## src/hdl/bba_pkg.sv

```systemverilog
`default_nettype none
package bba_pkg;

  // Region geometry
  localparam int TOP_ORDER   = 10;
  localparam int ORDER_COUNT = TOP_ORDER + 1;
  localparam int REGION_UNITS = 1 << TOP_ORDER;
  localparam int STORE_DEPTH = 2 << TOP_ORDER;
  localparam int K_W     = $clog2(ORDER_COUNT);
  localparam int OFF_W   = TOP_ORDER;
  localparam int STORE_W = TOP_ORDER + 1;
  localparam int DEPTH_W = TOP_ORDER + 1;
  localparam int CODE_W  = $clog2(ORDER_COUNT + 1);

  // Word field widths
  localparam int SIZE_W  = 16;
  localparam int ADDR_W  = 10;
  localparam int FSIZE_W = 11;
  localparam int STAT_W  = 2;
  localparam int WANT_W  = $clog2(SIZE_W + 1);

  localparam logic KIND_ALLOC = 1'b0;
  localparam logic KIND_FREE  = 1'b1;

  localparam logic [STAT_W-1:0] STAT_OK       = 2'd0;
  localparam logic [STAT_W-1:0] STAT_NO_SPACE = 2'd1;
  localparam logic [STAT_W-1:0] STAT_NO_BLOCK = 2'd2;

  typedef struct packed {
    logic              kind;
    logic [SIZE_W-1:0] request_size;
    logic [ADDR_W-1:0] address;
  } req_t;

  typedef struct packed {
    logic [STAT_W-1:0]  status;
    logic [ADDR_W-1:0]  block_address;
    logic [FSIZE_W-1:0] freed_size;
  } rsp_t;

  typedef enum logic [2:0] {
    ST_CLEAR,
    ST_IDLE,
    ST_SEARCH,
    ST_POP,
    ST_SPLIT,
    ST_GRANT,
    ST_FREE_CHK,
    ST_DONE
  } state_t;

  typedef struct packed {
    logic clear_step;
    logic load;
    logic search;
    logic pop;
    logic split;
    logic grant;
    logic fail_alloc;
    logic free_commit;
    logic free_fail;
    logic emit;
  } dp_cmd_t;

  typedef struct packed {
    logic is_free;
    logic reject;
    logic split_more;
    logic no_block;
    logic clear_last;
    logic out_busy;
  } dp_status_t;

endpackage
`default_nettype wire

```

## src/hdl/bba_ctrl.sv

```systemverilog
`default_nettype none
module bba_ctrl (
  input  wire                 clk,
  input  wire                 rst,
  input  wire                 req_valid,
  output logic                req_stall,
  input  bba_pkg::dp_status_t stat,
  output bba_pkg::dp_cmd_t    cmd
);

  bba_pkg::state_t state, state_next;

  always_ff @(posedge clk) begin
    if (rst) begin
      state <= bba_pkg::ST_CLEAR;
    end else begin
      state <= state_next;
    end
  end

  always_comb begin
    state_next = state;
    case (state)
      bba_pkg::ST_CLEAR: begin
        if (stat.clear_last) state_next = bba_pkg::ST_IDLE;
      end
      bba_pkg::ST_IDLE: begin
        if (req_valid) state_next = bba_pkg::ST_SEARCH;
      end
      bba_pkg::ST_SEARCH: begin
        // a latched free goes straight to the table check
        if (stat.is_free) state_next = bba_pkg::ST_FREE_CHK;
        else if (stat.reject) state_next = bba_pkg::ST_DONE;
        else state_next = bba_pkg::ST_POP;
      end
      bba_pkg::ST_POP:      state_next = bba_pkg::ST_SPLIT;
      bba_pkg::ST_SPLIT: begin
        if (!stat.split_more) state_next = bba_pkg::ST_GRANT;
      end
      bba_pkg::ST_GRANT:    state_next = bba_pkg::ST_DONE;
      bba_pkg::ST_FREE_CHK: state_next = bba_pkg::ST_DONE;
      bba_pkg::ST_DONE: begin
        if (!stat.out_busy) state_next = bba_pkg::ST_IDLE;
      end
      default: state_next = bba_pkg::ST_CLEAR;
    endcase
  end

  always_comb begin
    cmd       = '0;
    req_stall = 1'b1;
    case (state)
      bba_pkg::ST_CLEAR: cmd.clear_step = 1'b1;
      bba_pkg::ST_IDLE: begin
        req_stall = 1'b0;
        cmd.load  = req_valid;
      end
      bba_pkg::ST_SEARCH: begin
        if (!stat.is_free) begin
          if (stat.reject) cmd.fail_alloc = 1'b1;
          else cmd.search = 1'b1;
        end
      end
      bba_pkg::ST_POP:   cmd.pop = 1'b1;
      bba_pkg::ST_SPLIT: cmd.split = stat.split_more;
      bba_pkg::ST_GRANT: cmd.grant = 1'b1;
      bba_pkg::ST_FREE_CHK: begin
        if (stat.no_block) cmd.free_fail = 1'b1;
        else cmd.free_commit = 1'b1;
      end
      bba_pkg::ST_DONE: cmd.emit = !stat.out_busy;
      default: cmd = '0;
    endcase
  end

endmodule
`default_nettype wire

```

## config.mk

```make
export PLATFORM = sky130hd
export DESIGN_NAME = bba_ctrl
export DESIGN_NICKNAME = d
export VERILOG_FILES = /design/src/hdl/bba_pkg.sv /design/src/hdl/bba_ctrl.sv
export SDC_FILE = /design/constraint.sdc
export NUM_CORES = 1
export LEC_CHECK = 0
export BUFFER_PORTS_ARGS = -buffer_cell sky130_fd_sc_hd__clkbuf_2
export CAP_MARGIN = 0
export CORE_AREA = 2 2 39 41
export CTS_CLUSTER_SIZE = 40
export DETAILED_ROUTE_END_ITERATION = 8
export DIE_AREA = 0 0 41 43
export GPL_TIMING_DRIVEN = 0
export PLACE_DENSITY_LB_ADDON = 0.3
export SLEW_MARGIN = 40
export SYNTH_ARGS = -nofsm -noshare
export SYNTH_HDL_FRONTEND = slang
export SYNTH_SLANG_ARGS = --single-unit
```

## constraint.sdc

```tcl
create_clock -name clk -period 1.8 [get_ports clk]
set_clock_uncertainty 0.15 [all_clocks]
set_input_delay 0 -clock clk [delete_from_list [all_inputs] [get_ports clk]]
set_output_delay 0 -clock clk [all_outputs]
set_load 0.05 [all_outputs]
```

# After elaboration in Yosys (flattened, before gate mapping)
# Index checks and enable logic that the tools add are counted.
# totals
reg_bits,3
input_bits,9
out_inout_bits,11
elab_cells,39
# classes
eq_ne,11
reduce_logical,4
muxes,23
# op_table
operator,n
3-bit one-hot mux with 7 select lines,1
3-bit two-way mux,6
1-bit two-way mux,15
3-bit equality test (second input constant),4
2-bit != test (second input constant),4
3-bit by 2-bit equality test with 1-bit output (second input constant),2
4-bit AND reduction,1
3-bit by 1-bit equality test with 1-bit output (second input constant),1
3-bit zero test,1
2-bit two-way mux,1
2-bit OR reduction,1
1-bit zero test,1

# Logic depth before layout (Yosys ltp)
# logic_depth
ltp_word,3
mapped_depth,5
depth_no_buf,4

# Worst setup path before layout
# No wires, ideal clock.
# synth_timing
path_kind,register to output
from,register state[0]
to,output port cmd[3] in the netlist's numbering
setup_slack_ps,-636
arrival_ps,2286
stages_incl_launch_ff,4
t_required_ps,1650
path_buffers,1
cell_sequence,dfxtp_1 > buf_2 > nand2b_1 > nor4b_1
# synth_lines
element,line,rtl
"start, declared",bba_ctrl.sv:11,"bba_pkg::state_t state, state_next;"
"start signal, assigned",bba_ctrl.sv:15,state <= bba_pkg::ST_CLEAR;
"start signal, assigned",bba_ctrl.sv:17,state <= state_next;
"end, declared",bba_ctrl.sv:8,output bba_pkg::dp_cmd_t cmd

==> impl_results.md <==
- Reported leakage power: 0.213 nW
- Min-Delay Path Class: primary input to flip-flop
- Setup-failing EPs final: 0
- Biggest register: state
- Num rows: 14
- Routed length per instance: 10.5 µm
- Syn_area_per_cell: 7.11 µm²
- Placer Congestion: 0.740
- Count of nets left with antenna violations after detail routing: 0
- Endpoint of the worst-slack reg-to-reg timing path: state[2]
- Required @ worst endpoint: 1.65 ns
- Total wire length after detailed routing: 838 µm
- Most frequent cells in the layout: 18 x sky130_fd_sc_hd__clkbuf_2, 5 x sky130_fd_sc_hd__nand2_1
- Synthesis-to-finish area growth: 59.2%
- Detailed router's first-iteration violation count: 1
- Worst Path Max Fanout: 10
- CP Capture Type: output port
- Number of buffers created by CTS: 3
- Global route overflow: 0
- Cell Pwr Density: 842 nW/µm²
- Final min period: 1.71 ns
- Synth top area cells: sky130_fd_sc_hd__dfxtp_1 21%, sky130_fd_sc_hd__nand2_1 6.4%, sky130_fd_sc_hd__a21oi_1 5.2%
- Yosys reg bits: 3
- Vertical die dimension: 43 µm
- Sequential-to-total area share from yosys stat: 20.6%
- Hold Violations, Final: 0
- Area of the die: 1760 µm²
- Longest Clk Path Bufs: 2
- Net Count, Synth: 50
- Area share of the leading cell type in the synthesized netlist: 20.6%
- Kind of start point of the critical path: flip-flop
- Clock latency of the later-clocked register in the worst-skew pair: 0.23 ns
- Post-synthesis mux area share: 3.43%
- Post-synth top area cell: sky130_fd_sc_hd__dfxtp_1
- Worst setup path endpoint: cmd[3]
- Number of fillers in the final layout: around 160
- Post-DP HPWL: about 630 µm
- Unrepaired setup endpoints after global routing: false
- Number of cells produced by synthesis: 41
- Combinational family with the most area after synthesis: simple AND/OR/NAND/NOR gates
- Number of flip-flops under the largest register name: 3
- Leading cell type in the layout, fill and taps excluded: sky130_fd_sc_hd__clkbuf_2
- Max H-tree Level: 1
- Leading registers by flop count: state (3)
- Worst setup slack for register-to-register paths: 0.38 ns
- Initial Util: 21.1%
- Avg Vias per Cell: ~4.7
- Initial antenna violation count: 0
- Simple-gate share of the synthesized area: between 40 and 50%
- Synthesized-area fraction occupied by adder cells: 0%
- Max Slew Vio Count: 0
- Critical Path AT: approximately 1.6 ns
- Startpoint-to-endpoint class of the critical path: flip-flop to output port
- Clock Root Buffer: sky130_fd_sc_hd__clkbuf_4
- Clock tree from TritonCTS: yes
- Fin worst setup slack: 0.0893 ns
- Startpoint of the most critical setup path: state[0]
- Vias in the first global route: 315
- Quantity of I/O buffers inserted on ports: 19
- Total design power: 0.391 mW
- Outcome: completed
- Final worst path period share: 95.0%
- Count of distinct cell types in the synthesized netlist: 25
- Clock-pin slew on the worst setup and hold paths: 0.04 ns
- Max-capacitance violation count: 0
- Core area: 1380 µm²
- Antenna Diode Count: 0
- Count of vias placed by the detailed router: 376
- Reg-to-reg startpoint: state[2]
- Maximum number of pins on one net before global-route repair: 11
- Proportion of layout cells with a drive suffix above 1: 50.0%
- Wire length of the first global-routing pass: between 1000 and 1500 µm
- Count of TritonRoute iterations in the first routing pass: 3
- Synthesized area: ~300 µm²
- Number of sinks driven by the clock tree: 3
- Overall global routing resource usage: 10.0%
- Compound-Gate Fraction of Synth Area: 22.3%
- Total cell area at the placement stage: 432 µm²
- Transition at the pin with the smallest max-transition slack: 0.278 ns
- Launch instance of the worst min-delay path: stat[0]
- Floorplan die width: 41 µm
- Ports: 20
- Number of DRC violations after detailed routing: 0
- Slew HR: 81.5%
- Pre-CTS setup slack: 0.298 ns
- Cell area after layout: 464 µm²
- FMAX: 0.585 GHz
- Depth of the most critical reg-to-reg path: 5
- # nets final: 74
- Worst-case vdd ir drop: 332 µV
- Number of post-CTS setup repair buffers: 0
- Warnings, synthesis: 0
- Xor/xnor cell area share of the yosys netlist: 0%
-- through the flow --
stage	cells	utilization (%)	TNS, ns	hold slack (ns)
after CTS	81	33.8	0	0.0167
after detailed placement	76	31.2	0	0.0734
after global routing	80	33.5	0	0.0531
after global placement	76	31.2	0	0.0642
final	80	33.5	0	0.0237
after floorplan	41	-	-0.00710	-0.0809
-- synthesized netlist by cell type, drive strengths merged --
cell    n
or2     1
or3b    1
and4b   1
nand2b  1
o31a    1
nor4    1
o21ai   3
a211oi  1
clkbuf  1
nand2   5
a31oi   1
nor3    3
dfxtp   3
nor3b   2
inv     1
or2b    1
nand3   1
a21oi   3
and3b   1
nor4b   1
o31ai   1
nor2    3
mux2i   1
buf     3
-- how the worst min path moves through the flow --
stage	cells past startpoint	slack [ns]	end
floorplan	1	-0.08	state[1]
global placement	2	0.06	state[1]
detailed placement	2	0.07	state[1]
CTS	5	0.02	state[1]
global route	5	0.05	state[1]
finish	5	0.02	state[1]
-- report_power, final --
part	leakage, nW	internal [mW]	switching (mW)	total, mW
combinational	0.173	0.0599	0.127	0.187
sequential	0.0247	0.0757	0.00927	0.0850
clock	0.0150	0.0831	0.0357	0.119
total	0.213	0.219	0.172	0.391
-- per-layer routing --
layer	GRT usage, %	vias up	part of all wire (%)
met5	0	-	0
met4	4.00	0	1.1
met3	3.14	2	3.9
met2	17.8	9	53
met1	9.97	169	41
li1	-	196	-
-- critical path: stages (launching register included) --
cell and delay (ns):
sky130_fd_sc_hd__dfxtp_1 0.34, sky130_fd_sc_hd__buf_2 0.19, sky130_fd_sc_hd__nand2b_1 0.25, sky130_fd_sc_hd__nor4b_2 0.25, sky130_fd_sc_hd__buf_2 0.30
-- cell type report --
| cell class | instances | area (µm²) | share of cell area [%] |
|---|---|---|---|
| Buffer | 3 | 21.3 | 4.58 |
| Tap cell | 16 | 20.0 | 4.31 |
| Timing Repair Buffer | 20 | 105 | 22.6 |
| Multi-Input combinational cell | 33 | 228 | 49.1 |
| Inverter | 1 | 3.75 | 0.809 |
| Sequential cell | 3 | 60.1 | 12.9 |
| Clock buffer | 4 | 26.3 | 5.66 |
-- timing repair --
item                       CTS  global route
setup endpoints to repair    0             2
hold buffers                 1             0
hold endpoints to repair     3             0
gates resized for setup      0             1
-- cell families after synthesis --
kind of cell	count (synthesis)
DFF	3
buffers and inverters	5
and+or+nand+nor	22
muxes	1
AOI/OAI and AO/OA	10
Note: power is estimated with default switching activity, not from simulation.
